--- src/rtl/tekd_pkg.sv ---
// Shared types, constants and phase codes for the terminal escape key decoder.
package tekd_pkg;

  localparam int LEGACY_FIELD_CHARS_DEF = 31;
  localparam int SGR_FIELD_CHARS_DEF    = 7;

  localparam logic [2:0] KIND_KEY     = 3'd0;
  localparam logic [2:0] KIND_FKEY    = 3'd1;
  localparam logic [2:0] KIND_RPRESS  = 3'd2;
  localparam logic [2:0] KIND_RREL    = 3'd3;
  localparam logic [2:0] KIND_CLICK   = 3'd4;

  localparam logic [7:0] B_ALTV  = 8'hc3;
  localparam logic [7:0] B_CTLV  = 8'h16;
  localparam logic [7:0] B_CTLP  = 8'h10;
  localparam logic [7:0] B_CTLN  = 8'h0e;
  localparam logic [7:0] B_CTLF  = 8'h06;
  localparam logic [7:0] B_CTLB  = 8'h02;
  localparam logic [7:0] B_ESC   = 8'h1b;
  localparam logic [7:0] B_SS3   = 8'h4f;
  localparam logic [8:0] FK_BASE = 9'h0f1;
  localparam logic [7:0] B_TILDE = 8'h7e;
  localparam logic [15:0] SAT_MAX = 16'hffff;

  typedef enum logic [22:0] {
    PH_IDLE       = 23'd1 << 0,
    PH_SKIP_EMIT  = 23'd1 << 1,
    PH_ESC        = 23'd1 << 2,
    PH_SS3        = 23'd1 << 3,
    PH_CSI        = 23'd1 << 4,
    PH_CSI_BR     = 23'd1 << 5,
    PH_WHEEL      = 23'd1 << 6,
    PH_WAIT_M     = 23'd1 << 7,
    PH_CSI2       = 23'd1 << 8,
    PH_CSI2_SKIP  = 23'd1 << 9,
    PH_CSI1       = 23'd1 << 10,
    PH_CSI1_MOD   = 23'd1 << 11,
    PH_CSI1_ARROW = 23'd1 << 12,
    PH_CSI1_COLON = 23'd1 << 13,
    PH_SGR        = 23'd1 << 14,
    PH_LEG_SKIP1  = 23'd1 << 15,
    PH_LEG_CH2    = 23'd1 << 16,
    PH_LEG_X      = 23'd1 << 17,
    PH_LEG_Y      = 23'd1 << 18,
    PH_LEG_SKIPB  = 23'd1 << 19,
    PH_LEG_TAIL   = 23'd1 << 20,
    PH_LEG_TAIL2  = 23'd1 << 21,
    PH_LEG_WAITM  = 23'd1 << 22
  } phase_t;

  typedef struct packed {
    logic [2:0]  kind;
    logic [8:0]  key;
    logic [3:0]  fkey;
    logic [15:0] click_x;
    logic [15:0] click_y;
  } result_t;

  function automatic logic is_digit(input logic [7:0] b);
    return (b >= "0") && (b <= "9");
  endfunction

  // Decimal accumulate with saturation at 65535.
  function automatic logic [15:0] add_digit(input logic [15:0] v, input logic [7:0] b);
    logic [20:0] n;
    n = {5'd0, v} * 21'd10 + {17'd0, b[3:0]};
    return (n > 21'd65535) ? SAT_MAX : n[15:0];
  endfunction

endpackage

--- src/rtl/tekd_if.sv ---
// Valid/ready channel interface carrying one payload.
interface tekd_if #(parameter type payload_t = logic [7:0]) (input logic clk);
  logic     valid;
  logic     ready;
  payload_t data;
  modport source (output valid, output data, input ready);
  modport sink   (input valid, input data, output ready);
endinterface

--- src/rtl/tekd_core.sv ---
// Per-byte decoder state machine with decimal field accumulators.
module tekd_core
  import tekd_pkg::*;
#(
  parameter int LEGACY_FIELD_CHARS = LEGACY_FIELD_CHARS_DEF,
  parameter int SGR_FIELD_CHARS    = SGR_FIELD_CHARS_DEF
) (
  input  logic       clk,
  input  logic       rst,
  input  logic       step,
  input  logic [7:0] in_byte,
  output logic       res_valid,
  output result_t    res
);
  localparam int LW = $clog2(LEGACY_FIELD_CHARS + 1);
  localparam int SW = $clog2(SGR_FIELD_CHARS + 1);
  localparam int CW = (LW > SW) ? LW : SW;
  localparam logic [CW-1:0] LEG_MAX = CW'(LEGACY_FIELD_CHARS);
  localparam logic [CW-1:0] SGR_MAX = CW'(SGR_FIELD_CHARS);

  phase_t      phase, phase_next;
  logic [8:0]  pending_code, pending_code_next;
  logic [1:0]  field_index, field_index_next;
  logic [15:0] button_value, button_value_next;
  logic [15:0] x_accum, x_accum_next;
  logic [15:0] y_accum, y_accum_next;
  logic [CW-1:0] field_chars, field_chars_next;
  logic        digit_stop, digit_stop_next;

  logic [15:0] leg_acc, leg_acc_new;
  logic        leg_stop_new;
  logic [CW-1:0] leg_chars_new;
  logic        leg_done;
  logic [7:0]  b;
  logic [3:0]  lo;

  assign b  = in_byte;
  assign lo = in_byte[3:0];

  // One legacy field byte on whichever accumulator is active.
  always_comb begin
    leg_acc      = (phase == PH_LEG_X) ? x_accum : y_accum;
    leg_acc_new  = leg_acc;
    leg_stop_new = digit_stop;
    leg_chars_new = field_chars;
    leg_done     = 1'b0;
    if (b == ";" || b == "M") begin
      leg_done = 1'b1;
    end else begin
      if (!digit_stop) begin
        if (is_digit(b)) leg_acc_new = add_digit(leg_acc, b);
        else leg_stop_new = 1'b1;
      end
      leg_chars_new = field_chars + 1'b1;
      leg_done = (leg_chars_new >= LEG_MAX);
    end
  end

  always_comb begin
    logic em;
    result_t r;
    em = 1'b0;
    r  = '0;
    phase_next        = phase;
    pending_code_next = pending_code;
    field_index_next  = field_index;
    button_value_next = button_value;
    x_accum_next      = x_accum;
    y_accum_next      = y_accum;
    field_chars_next  = field_chars;
    digit_stop_next   = digit_stop;

    unique case (phase)
      PH_IDLE: begin
        em = 1'b1;
        case (b)
          B_ALTV: begin em = 1'b0; pending_code_next = 9'("K"); phase_next = PH_SKIP_EMIT; end
          B_CTLV: r.key = 9'("J");
          B_CTLP: r.key = 9'("k");
          B_CTLN: r.key = 9'("j");
          B_CTLF: r.key = 9'("l");
          B_CTLB: r.key = 9'("h");
          B_ESC:  begin em = 1'b0; phase_next = PH_ESC; end
          default: r.key = {1'b0, b};
        endcase
      end
      PH_SKIP_EMIT: begin em = 1'b1; r.key = pending_code; end
      PH_ESC: begin
        if (b == B_ESC) begin em = 1'b1; r.key = 9'("q"); end
        else if (b == B_SS3) phase_next = PH_SS3;
        else if (b == "[") phase_next = PH_CSI;
        else begin em = 1'b1; r.key = {1'b0, b}; end
      end
      PH_SS3: begin
        em = 1'b1;
        case (b)
          "A": r.key = 9'("k");
          "B": r.key = 9'("j");
          "C": r.key = 9'("l");
          "D": r.key = 9'("h");
          default: begin
            if (lo < 4'd12) begin r.kind = KIND_FKEY; r.fkey = lo + 4'd1; end
            else r.key = FK_BASE + {5'd0, lo};
          end
        endcase
      end
      PH_CSI: begin
        em = 1'b0;
        case (b)
          "<": begin
            field_index_next = '0; button_value_next = '0; x_accum_next = '0;
            y_accum_next = '0; field_chars_next = '0; digit_stop_next = 1'b0;
            phase_next = PH_SGR;
          end
          "[": phase_next = PH_CSI_BR;
          "9": phase_next = PH_WHEEL;
          "3", "M": phase_next = PH_LEG_SKIP1;
          "2": phase_next = PH_CSI2;
          "1": phase_next = PH_CSI1;
          "5": begin pending_code_next = 9'("K"); phase_next = PH_SKIP_EMIT; end
          "6": begin pending_code_next = 9'("J"); phase_next = PH_SKIP_EMIT; end
          "A": begin em = 1'b1; r.key = 9'("k"); end
          "B": begin em = 1'b1; r.key = 9'("j"); end
          "C": begin em = 1'b1; r.key = 9'("l"); end
          "D": begin em = 1'b1; r.key = 9'("h"); end
          "a": begin em = 1'b1; r.key = 9'("K"); end
          "b": begin em = 1'b1; r.key = 9'("J"); end
          "c": begin em = 1'b1; r.key = 9'("L"); end
          "d": begin em = 1'b1; r.key = 9'("H"); end
          default: begin em = 1'b1; r.key = {1'b0, b}; end
        endcase
      end
      PH_CSI_BR: begin
        em = 1'b1;
        r.kind = KIND_FKEY;
        case (b)
          "2": r.fkey = 4'd11;
          "A": r.fkey = 4'd1;
          "B": r.fkey = 4'd2;
          "C": r.fkey = 4'd3;
          "D": r.fkey = 4'd4;
          default: begin r.kind = KIND_KEY; r.key = {1'b0, b}; end
        endcase
      end
      PH_WHEEL: begin
        pending_code_next = (b == "6") ? 9'("k") : (b == "7") ? 9'("j") : 9'd0;
        phase_next = PH_WAIT_M;
      end
      PH_WAIT_M: begin
        if (b == "M") begin em = 1'b1; r.key = pending_code; end
      end
      PH_CSI2: begin
        if (b == B_TILDE) begin em = 1'b1; r.kind = KIND_FKEY; r.fkey = 4'd12; end
        else begin pending_code_next = {1'b0, b}; phase_next = PH_CSI2_SKIP; end
      end
      PH_CSI2_SKIP: begin
        em = 1'b1;
        r.kind = KIND_FKEY;
        case (pending_code)
          9'("0"): r.fkey = 4'd9;
          9'("1"): r.fkey = 4'd10;
          9'("3"): r.fkey = 4'd11;
          default: begin r.kind = KIND_KEY; r.key = pending_code; end
        endcase
      end
      PH_CSI1: begin
        em = 1'b1;
        r.kind = KIND_FKEY;
        case (b)
          "1": r.fkey = 4'd1;
          "2": r.fkey = 4'd2;
          "3": r.fkey = 4'd3;
          "4": r.fkey = 4'd4;
          "5": r.fkey = 4'd5;
          "7": r.fkey = 4'd6;
          "8": r.fkey = 4'd7;
          "9": r.fkey = 4'd8;
          ";": begin em = 1'b0; r.kind = KIND_KEY; phase_next = PH_CSI1_MOD; end
          ":": begin em = 1'b0; r.kind = KIND_KEY; phase_next = PH_CSI1_COLON; end
          default: begin r.kind = KIND_KEY; r.key = {1'b0, b}; end
        endcase
      end
      PH_CSI1_MOD: begin
        if (b == "2") phase_next = PH_CSI1_ARROW;
        else begin em = 1'b1; r.key = {1'b0, b}; end
      end
      PH_CSI1_COLON: phase_next = PH_CSI1_ARROW;
      PH_CSI1_ARROW: begin
        em = 1'b1;
        case (b)
          "A": r.key = 9'("K");
          "B": r.key = 9'("J");
          "C": r.key = 9'("L");
          "D": r.key = 9'("H");
          default: r.key = {1'b0, b};
        endcase
      end
      PH_SGR: begin
        logic [15:0] btn, yv;
        btn = button_value;
        yv  = y_accum;
        if (field_index != 2'd0) begin
          if (is_digit(b) && field_chars < SGR_MAX) begin
            yv = add_digit(y_accum, b);
            y_accum_next = yv;
            field_chars_next = field_chars + 1'b1;
          end
        end else if (field_chars < SGR_MAX) begin
          if (!digit_stop) begin
            if (is_digit(b)) begin btn = add_digit(button_value, b); button_value_next = btn; end
            else digit_stop_next = 1'b1;
          end
          field_chars_next = field_chars + 1'b1;
        end
        if (b == ";") begin
          if (field_index == 2'd1) x_accum_next = y_accum;
          if (field_index < 2'd2) field_index_next = field_index + 2'd1;
          y_accum_next = '0;
          field_chars_next = '0;
          digit_stop_next = 1'b0;
        end
        if (b == "M" || b == "m") begin
          em = 1'b1;
          case (btn)
            16'd2:  r.kind = (b == "m") ? KIND_RREL : KIND_RPRESS;
            16'd64: r.key = 9'("k");
            16'd65: r.key = 9'("j");
            16'd66, 16'd80: r.key = 9'("h");
            16'd67, 16'd81: r.key = 9'("l");
            default: begin
              if (b == "m") begin
                r.kind = KIND_CLICK; r.click_x = x_accum; r.click_y = yv;
              end
            end
          endcase
        end
      end
      PH_LEG_SKIP1: phase_next = PH_LEG_CH2;
      PH_LEG_CH2: begin
        if (b != ";") em = 1'b1;
        else begin
          x_accum_next = '0; y_accum_next = '0;
          field_chars_next = '0; digit_stop_next = 1'b0;
          phase_next = PH_LEG_X;
        end
      end
      PH_LEG_X: begin
        x_accum_next = leg_acc_new;
        field_chars_next = leg_chars_new;
        digit_stop_next = leg_stop_new;
        if (leg_done) begin
          field_chars_next = '0; digit_stop_next = 1'b0; phase_next = PH_LEG_Y;
        end
      end
      PH_LEG_Y: begin
        y_accum_next = leg_acc_new;
        field_chars_next = leg_chars_new;
        digit_stop_next = leg_stop_new;
        if (leg_done) phase_next = PH_LEG_SKIPB;
      end
      PH_LEG_SKIPB: phase_next = PH_LEG_TAIL;
      PH_LEG_TAIL, PH_LEG_TAIL2: begin
        if (b == B_ESC && phase == PH_LEG_TAIL) phase_next = PH_LEG_TAIL2;
        else if (b == "[") phase_next = PH_LEG_WAITM;
        else begin em = 1'b1; r.kind = KIND_CLICK; r.click_x = x_accum; r.click_y = y_accum; end
      end
      PH_LEG_WAITM: begin
        if (b == "M") begin
          em = 1'b1; r.kind = KIND_CLICK; r.click_x = x_accum; r.click_y = y_accum;
        end
      end
      default: phase_next = PH_IDLE;
    endcase
    if (em) phase_next = PH_IDLE;
    res_valid = em;
    res = r;
  end

  always_ff @(posedge clk) begin
    if (rst) begin
      phase        <= PH_IDLE;
      pending_code <= '0;
      field_index  <= '0;
      button_value <= '0;
      x_accum      <= '0;
      y_accum      <= '0;
      field_chars  <= '0;
      digit_stop   <= 1'b0;
    end else if (step) begin
      phase        <= phase_next;
      pending_code <= pending_code_next;
      field_index  <= field_index_next;
      button_value <= button_value_next;
      x_accum      <= x_accum_next;
      y_accum      <= y_accum_next;
      field_chars  <= field_chars_next;
      digit_stop   <= digit_stop_next;
    end
  end

`ifndef ASSERT_OFF
  a_onehot: assert property (@(posedge clk) disable iff (rst) $onehot(phase))
    else $error("phase not one-hot");
  a_emit_idle: assert property (@(posedge clk) disable iff (rst)
    step && res_valid |=> phase == PH_IDLE)
    else $error("no return to idle after result");
  a_fidx: assert property (@(posedge clk) disable iff (rst) field_index != 2'd3)
    else $error("field index overflow");
`endif
endmodule

--- src/rtl/tekd_out_reg.sv ---
// Result register with skid stage so the input keeps flowing while a result waits.
module tekd_out_reg
  import tekd_pkg::*;
(
  input  logic    clk,
  input  logic    rst,
  input  logic    push,
  input  result_t push_data,
  output logic    can_take,
  tekd_if.source  out_ch
);
  logic    main_v, skid_v;
  result_t main_d, skid_d;

  // Accept new work whenever the skid slot is free.
  assign can_take     = !skid_v;
  assign out_ch.valid = main_v;
  assign out_ch.data  = main_d;

  always_ff @(posedge clk) begin
    if (rst) begin
      main_v <= 1'b0;
      skid_v <= 1'b0;
    end else begin
      if (!main_v || out_ch.ready) begin
        main_v <= skid_v || push;
        skid_v <= 1'b0;
      end else if (push) begin
        skid_v <= 1'b1;
      end
    end
  end

  always_ff @(posedge clk) begin
    if (!main_v || out_ch.ready) main_d <= skid_v ? skid_d : push_data;
    else if (push) skid_d <= push_data;
  end

`ifndef ASSERT_OFF
  a_no_drop: assert property (@(posedge clk) disable iff (rst) !(push && skid_v))
    else $error("push into full skid");
  a_skid_main: assert property (@(posedge clk) disable iff (rst) skid_v |-> main_v)
    else $error("skid holds data while output empty");
  a_hold: assert property (@(posedge clk) disable iff (rst)
    main_v && !out_ch.ready |=> main_v)
    else $error("result lost while stalled");
`endif
endmodule

--- src/rtl/terminal_escape_key_decoder.sv ---
// Top level of the terminal escape key decoder.
// Usage:
//   in_ch carries one raw terminal byte per transfer (valid/ready).
//   out_ch carries one decoded result (kind, key, fkey, click_x, click_y).
//   Each byte updates the decoder state in the cycle it is taken; a byte
//   that completes a sequence yields one result, others yield none.
//   A result goes into the result register, or into the skid while out_ch
//   stalls, before it shows on out_ch. Throughput: one byte per cycle while
//   in_ch.ready is high; the state update sits before the result register.
//   A two-entry output stage (result register plus skid) lets input keep
//   flowing while one result waits; when both are full in_ch.ready drops
//   and stays low until the receiver takes a result.
//   Reset (rst, synchronous) returns the decoder to idle with all
//   accumulators zero and empties the output stage.
//   Coordinates saturate at 65535.
module terminal_escape_key_decoder
  import tekd_pkg::*;
#(
  parameter int LEGACY_FIELD_CHARS = LEGACY_FIELD_CHARS_DEF,
  parameter int SGR_FIELD_CHARS    = SGR_FIELD_CHARS_DEF
) (
  input  logic   clk,
  input  logic   rst,
  tekd_if.sink   in_ch,
  tekd_if.source out_ch
);
  logic    can_take, step, res_valid;
  result_t res;

  // Advance on every input transfer.
  assign in_ch.ready = can_take;
  assign step        = in_ch.valid && can_take;

  tekd_core #(
    .LEGACY_FIELD_CHARS(LEGACY_FIELD_CHARS),
    .SGR_FIELD_CHARS(SGR_FIELD_CHARS)
  ) u_core (
    .clk(clk), .rst(rst), .step(step), .in_byte(in_ch.data),
    .res_valid(res_valid), .res(res)
  );

  tekd_out_reg u_out (
    .clk(clk), .rst(rst), .push(step && res_valid), .push_data(res),
    .can_take(can_take), .out_ch(out_ch)
  );
endmodule
--- src/flat_wrapper.sv ---
// flat-port wrapper written by rule: the top's interface ports become plain ports
module terminal_escape_key_decoder_flat import tekd_pkg::*;
#(
  parameter int LEGACY_FIELD_CHARS = LEGACY_FIELD_CHARS_DEF,
  parameter int SGR_FIELD_CHARS    = SGR_FIELD_CHARS_DEF
)
  (clk, rst, in_ch_valid, in_ch_data, in_ch_ready, out_ch_valid, out_ch_data, out_ch_ready);
  tekd_if in_ch_i (.clk(clk));
  tekd_if out_ch_i (.clk(clk));
  input  logic clk;
  input  logic rst;
  input wire logic [$bits(in_ch_i.valid)-1:0] in_ch_valid;
  input wire logic [$bits(in_ch_i.data)-1:0] in_ch_data;
  output wire logic [$bits(in_ch_i.ready)-1:0] in_ch_ready;
  output wire logic [$bits(out_ch_i.valid)-1:0] out_ch_valid;
  output wire logic [$bits(out_ch_i.data)-1:0] out_ch_data;
  input wire logic [$bits(out_ch_i.ready)-1:0] out_ch_ready;
  assign in_ch_i.valid = in_ch_valid;
  assign in_ch_i.data = in_ch_data;
  assign in_ch_ready = in_ch_i.ready;
  assign out_ch_valid = out_ch_i.valid;
  assign out_ch_data = out_ch_i.data;
  assign out_ch_i.ready = out_ch_ready;
  terminal_escape_key_decoder #(.LEGACY_FIELD_CHARS(LEGACY_FIELD_CHARS), .SGR_FIELD_CHARS(SGR_FIELD_CHARS)) u_core (.clk(clk), .rst(rst), .in_ch(in_ch_i), .out_ch(out_ch_i));
endmodule
--- config.mk ---
export PLATFORM = sky130hd
export DESIGN_NAME = terminal_escape_key_decoder_flat
export DESIGN_NICKNAME = d
export VERILOG_FILES = /design/src/rtl/tekd_pkg.sv /design/src/rtl/tekd_if.sv /design/src/rtl/tekd_core.sv /design/src/rtl/tekd_out_reg.sv /design/src/rtl/terminal_escape_key_decoder.sv /design/src/flat_wrapper.sv
export SDC_FILE = /design/constraint.sdc
export NUM_CORES = 1
export LEC_CHECK = 0
export ABC_AREA = 0
export CELL_PAD_IN_SITES_DETAIL_PLACEMENT = 1
export CELL_PAD_IN_SITES_GLOBAL_PLACEMENT = 2
export CORE_UTILIZATION = 25
export CTS_CLUSTER_DIAMETER = 60
export DETAILED_ROUTE_END_ITERATION = 8
export DONT_BUFFER_PORTS = 1
export PLACE_DENSITY_LB_ADDON = 0.1
export SLEW_MARGIN = 0
export SYNTH_ARGS = -nofsm -noshare
export SYNTH_HDL_FRONTEND = slang
export SYNTH_SLANG_ARGS = --single-unit
--- constraint.sdc ---
create_clock -name clk -period 12.4 [get_ports clk]
set_input_delay 2.48 -clock clk [delete_from_list [all_inputs] [get_ports clk]]
set_output_delay 2.48 -clock clk [all_outputs]
set_load 0.02 [all_outputs]
# Yosys cells after proc, flatten, opt, wreduce, memory -nomap -nowiden
# Index checks and enable logic that the tools add are counted.
[totals] wordCells=214 reg_bits=97 mem_bits_rw=0 romBits=0 n_memories=0 latch_bits=0
[classes] eq_ne=69 n_div=0 reduce_logical=35 muxes=82 bitwise_logic=1 mul=3 shift=0 order_cmp=8 add_sub_neg=5
[op_table] op="case mux 23 bit (15 select lines)" n=1
[op_table] op="2-to-1 mux 16 bit" n=19
[op_table] op="2-to-1 mux 23 bit" n=11
[op_table] op="case mux 23 bit (7 select lines)" n=1
[op_table] op="case mux 16 bit (4 select lines)" n=2
[op_table] op="equality test 16 x 7 -> 1 bit (second input constant)" n=6
[op_table] op="case mux 23 bit (2 select lines)" n=2
[op_table] op="equality test 8 x 6 -> 1 bit (second input constant)" n=9
[op_table] op="adder 20 x 4 -> 21 bit" n=3
[op_table] op="greater-than comparator 21 x 16 -> 1 bit (second input constant)" n=3
[op_table] op="multiplier 16 x 3 -> 19 bit (second input constant)" n=3
[op_table] op="2-to-1 mux 8 bit" n=7
[op_table] op="equality test 8 x 7 -> 1 bit (second input constant)" n=5
[op_table] op="2-to-1 mux 5 bit" n=8
[op_table] op="case mux 16 bit (2 select lines)" n=1
[op_table] op="case mux 5 bit (5 select lines)" n=1
[op_table] op="inequality test 3 bit (second input constant)" n=8
[op_table] op="case mux 8 bit (3 select lines)" n=1
[op_table] op="equality test 23 x 1 -> 1 bit (second input constant)" n=1
[op_table] op="equality test 23 x 10 -> 1 bit (second input constant)" n=1
[op_table] op="equality test 23 x 11 -> 1 bit (second input constant)" n=1
[op_table] op="equality test 23 x 12 -> 1 bit (second input constant)" n=1
[op_table] op="equality test 23 x 13 -> 1 bit (second input constant)" n=1
[op_table] op="equality test 23 x 14 -> 1 bit (second input constant)" n=1
[op_table] op="57 further kinds" n=106

# Longest topological paths before layout
[depth] depth_word=15 ltp_mapped=24

# Modules after synthesis
# Synthesis repeated with hierarchy kept, for this count alone.
[hier_totals] hier_cells=1601 area_unflattened_um2=11708.7
[by_module_without_submodules] module="tekd_core" seq_area_each_um2=1741.7 instances=1 area_each_um2=11013.1 cells_per_inst=1565
[by_module_without_submodules] module="tekd_out_reg" seq_area_each_um2=520.5 instances=1 area_each_um2=683.2 cells_per_inst=34
[by_module_without_submodules] module="terminal_escape_key_decoder" seq_area_each_um2=0.0 instances=1 area_each_um2=12.5 cells_per_inst=2

# Worst setup path after synthesis
# OpenSTA, ideal clock, no wires.
[synth_timing] path_type="flip-flop to flip-flop" from="register u_core.u_core.phase[9]" to="register u_core.u_core.x_accum[10]" period_less_slack_ps=5661 stages_incl_launch_ff=23 n_path_buf=2 t_required_ps=12263 slack_ps=6739 t_arrival_ps=5524 cell_sequence="dfxtp_1 -> nor4_4 -> nand4_2 -> nor4_1 -> clkbuf_1 -> mux2i_1 -> inv_1 -> ha_1 -> ha_1 -> inv_1 -> fa_1 -> nor2b_1 -> o21a_1 -> o21ai_1 -> a21oi_1 -> o211ai_1 -> a311oi_1 -> a311oi_1 -> a21oi_1 -> o21ai_2 -> buf_4 -> o221ai_1 -> a31oi_1"
[synth_between] elab_chain_len=10 word_cells_on_any_way=19 classes_between="1 x add/sub; 1 x mul; 1 x order compare; 8 x eq/ne; 6 x mux; 2 x reduce/logical"
[synth_rtl] element="start: declaration" line_no="tekd_core.sv:21" source="phase_t phase, phase_next;"
[synth_rtl] element="start signal: assignment" line_no="tekd_core.sv:290" source="phase <= phase_next;"
[synth_rtl] element="equality test 23 x 18 -> 1 bit" line_no="tekd_core.sv:42, tekd_core.sv:73"
[synth_rtl] element="2-to-1 mux 16 bit" line_no="tekd_core.sv:42" source="leg_acc = (phase == PH_LEG_X) ? x_accum : y_accum;"
[synth_rtl] element="multiplier 16 x 3 -> 19 bit" line_no="tekd_pkg.sv:66" source="n = {5'd0, v} * 21'd10 + {17'd0, b[3:0]};"
[synth_rtl] element="adder 20 x 4 -> 21 bit" line_no="tekd_pkg.sv:66"
[synth_rtl] element="greater-than comparator 21 x 16 -> 1 bit" line_no="tekd_pkg.sv:67" source="return (n > 21'd65535) ? SAT_MAX : n[15:0];"
[synth_rtl] element="2-to-1 mux 16 bit" line_no="tekd_pkg.sv:67"
[synth_rtl] element="2-to-1 mux 16 bit" line_no="tekd_core.sv:51" source="if (is_digit(b)) leg_acc_new = add_digit(leg_acc, b);"
[synth_rtl] element="2-to-1 mux 16 bit" line_no="tekd_core.sv:50" source="if (!digit_stop) begin"
[synth_rtl] element="2-to-1 mux 16 bit" line_no="tekd_core.sv:47" source="if (b == \";\" || b == \"M\") begin"
[synth_rtl] element="case mux 16 bit (4 select lines)" line_no="tekd_core.sv:73" source="unique case (phase)"
[synth_rtl] element="end signal: assignment" line_no="tekd_core.sv:294" source="x_accum <= x_accum_next;"
[synth_rtl] element="end: declaration" line_no="tekd_core.sv:25" source="logic [15:0] x_accum, x_accum_next;"
# Parallel ways exist; a longest one is shown, timed or not.
# A chain may end at the register's enable or synchronous reset.

# Worst setup path after layout
[layout_timing] from="register u_core.u_core.phase[9]" to="register u_core.u_core.x_accum[15]"
# Same word-level chain as after synthesis.

==> flow_metrics.env <==
export IMPL_fin_crit_ns=6.64
export IMPL_final_util=0.276
export IMPL_yosys_top_cells_count="145 x nand2_1, 135 x nor2_1, 97 x ha_1"
export IMPL_skew_ns=0.0184
export IMPL_cts_tree="done"
export IMPL_route_detailed_drc=0
export IMPL_status="finished clean"
export IMPL_fillerInstances=4647
export IMPL_grt_max_degree=79
export IMPL_dp_hpwl_um=28200
export IMPL_fp_coreArea_um2=38600
export IMPL_clk_pin_slew_ns=0.09
export IMPL_cp_max_fo=23
export IMPL_met2_usage=0.333
export IMPL_rsz0062_at_grt="no"
export IMPL_cpPeakStageDelay_ns=0.67
export IMPL_p_per_area_nw_per_um2=63.1
export IMPL_portBuffers=0
export IMPL_syn_area_per_cell_um2=7.63
export IMPL_wl_per_cell_um=20.5
export IMPL_cts_setup_buffers=0
export IMPL_drv_slew=0
export IMPL_clockBufferDepth=2
export IMPL_die_w_um=200
export IMPL_grt_busiest_layer="met2"
export IMPL_synth_ff_type="dfxtp_1"
export IMPL_ctsRootBufferMaster="clkbuf_16"
export IMPL_cts_resized=0
export IMPL_antenna_found_initial=0
export IMPL_rows=72
export IMPL_synthesis_nets=1399
export IMPL_setup_tns_ns=0
export IMPL_synthCells=1284
export IMPL_path_class="reg -> reg"
export IMPL_hp_start="u_core.u_core.x_accum[0]"
export IMPL_start_util=0.254
export IMPL_area_growth_pct=8.64
export IMPL_totalWireLength_um=36400
export IMPL_p_leak_uw=0.00414
export IMPL_gr_usage_met3=0.0218
export IMPL_hold_buffers=0
export IMPL_die_area_um2=40000
export IMPL_cts_buffers=9
export IMPL_clock_fmax_mhz=151
export IMPL_hold_class="reg -> reg"
export IMPL_drive_above_1_share=0.0587
export IMPL_start_kind="register"
export IMPL_reg2reg_from="u_core.u_core.phase[9]"
export IMPL_hold_violations=0
export IMPL_cp_arrival_ns=6.83
export IMPL_r2r_slack_ns=5.76
export IMPL_grt_pass1_wl_um=58400
export IMPL_grt_overflow=0
export IMPL_placed_area_um2=10300
export IMPL_drt_iter0_markers=426
export IMPL_ant_nets=0
export IMPL_slew_headroom=0.296
export IMPL_grt_pass1_vias=10100
export IMPL_nNetsFinal=1370
export IMPL_syn_cell_area_um2=9800
export IMPL_tightest_slew_ns=1.05
export IMPL_synth_warnings=0
export IMPL_synth_top_area_share=0.165
export IMPL_synthTopCellsByArea="dfxtp_1 17%, ha_1 12%, nand2_1 5.6%, nor2_1 5.2%, edfxtp_1 4.9%"
export IMPL_grt_met1_usage=0.247
export IMPL_yosysSeqAreaShare=0.214
export IMPL_setup_viol_count_final=0
export IMPL_cp_cell_sequence="nor4_4 -> nand4_2 -> nor4_2 -> buf_4 -> mux2i_1 -> inv_1 -> ha_1 -> ha_1 -> inv_1 -> fa_1 -> nor2b_1 -> o21a_1 -> o21ai_1 -> a21oi_1 -> o211ai_1 -> a311oi_1 -> a311oi_1 -> a21oi_1 -> o21ai_2 -> o221ai_1 -> a31oi_1"
export IMPL_multi_input_area_um2=7320
export IMPL_vias=9567
export IMPL_crit_start="u_core.u_core.phase[9]"
export IMPL_h_tree_depth=3
export IMPL_async_reset_ff_frac=0
export IMPL_slowest_stage="a21oi_1"
export IMPL_synth_edf_count=16
export IMPL_regArea_um2=2100
export IMPL_drv_cap=0
export IMPL_cp_end_kind="register"
export IMPL_clock_latency_ns=0.38
export IMPL_dieHeight_um=200
export IMPL_ys_ff_latch=97
export IMPL_grt_usage=0.190
export IMPL_first_pass_iters=4
export IMPL_finalCritPeriodShare=0.535
export IMPL_clock_sinks=97
export IMPL_ys_types=95
export IMPL_stdcell_area_um2=10600
export IMPL_vias_per_cell=5.38
export IMPL_ios=22
export IMPL_ir_drop_v=0.0000663
export IMPL_cp_required_ns=12.59
export IMPL_gp_congestion=0.804
export IMPL_yosysTopAreaCell="dfxtp_1"
export IMPL_synth_most_common_cell="nand2_1"
export IMPL_holdPathStages=2
export IMPL_diodes=0
export IMPL_worstRegToRegCells=21
## area by class of cell
cell class / instances / area share
repair buffers: 11 / 0.00776
clock inverters: 7 / 0.00881
inverters: 47 / 0.0166
well taps: 518 / 0.0609
clock buffers: 9 / 0.0212
multi-input cells: 1089 / 0.687
flip-flops and latches: 97 / 0.197
## critical path, delay by kind of cell, from the launching register on
family	cells	cell delay [ns]
muxes	1	0.34
adders and majority gates	3	0.90
DFF	1	0.39
buffers and inverters	3	0.53
AOI/OAI and AO/OA	10	3.01
and+or+nand+nor	4	1.27
## metal layers
layer,vias to the layer above,part of all wire
met5,-,0
met2,72,0.49
met4,0,0.015
met3,28,0.020
met1,4734,0.48
li1,4733,-
## report_power, final
| group | internal, µW | switching, µW |
|---|---|---|
| Combinational | 7.82 | 17.6 |
| Clock | 177 | 146 |
| Sequential | 321 | 3.05 |
## worst paths after layout
path                                to
max          u_core.u_core.x_accum[15]
min           u_core.u_core.x_accum[0]
max reg2reg  u_core.u_core.x_accum[15]
min reg2reg   u_core.u_core.x_accum[0]
## metrics by stage
step	power, µW	setup WS (ns)	cells	hold WS (ns)
floorplan	354	6.74	1284	0.458
global placement	357	5.91	1762	0.484
detailed placement	357	5.72	1762	0.481
CTS	684	5.69	1778	0.494
global route	699	5.02	1778	0.539
finish	672	5.76	1778	0.499
## cells in the final DEF (no fill, tap or decap), drive strengths merged, types with 12 or more instances in the layout
master | synthesis | routed
nor2b | 18 | 18
o221ai | 14 | 14
nor4 | 21 | 21
nand3 | 35 | 35
nand2 | 145 | 145
o211ai | 24 | 24
edfxtp | 16 | 16
or2 | 14 | 14
a31oi | 17 | 17
ha | 97 | 97
o21ai | 74 | 74
xor2 | 23 | 23
dfxtp | 81 | 81
inv | 46 | 47
xnor2 | 37 | 37
nand4 | 22 | 22
a221oi | 12 | 12
nand2b | 24 | 24
nor3 | 52 | 52
a21oi | 91 | 91
or3 | 16 | 16
nor2 | 135 | 135
## flip-flops by register name, indices dropped and copies added, names as in the netlist
register and count:
u_core.u_core.y_accum 16, u_core.u_out.out_ch.data 8, u_core.u_core.x_accum 16, u_core.u_core.button_value 16, u_core.u_out.skid_d 8, u_core.u_core.field_chars 5
u_core.u_core.phase 23, u_core.u_core.field_index 2, u_core.u_out.skid_v 1, u_core.u_core.digit_stop 1, u_core.u_out.out_ch.valid 1
## cells by family after synthesis
kind of cell,count (synthesis),share of synthesized area
xor+xnor,60,0.0536
buf+inv,98,0.0396
flops,97,0.214
simple gates,555,0.291
fa+ha+maj,103,0.136
compound gates,358,0.250
mux,13,0.0152
(Power assumes the default switching activity.)
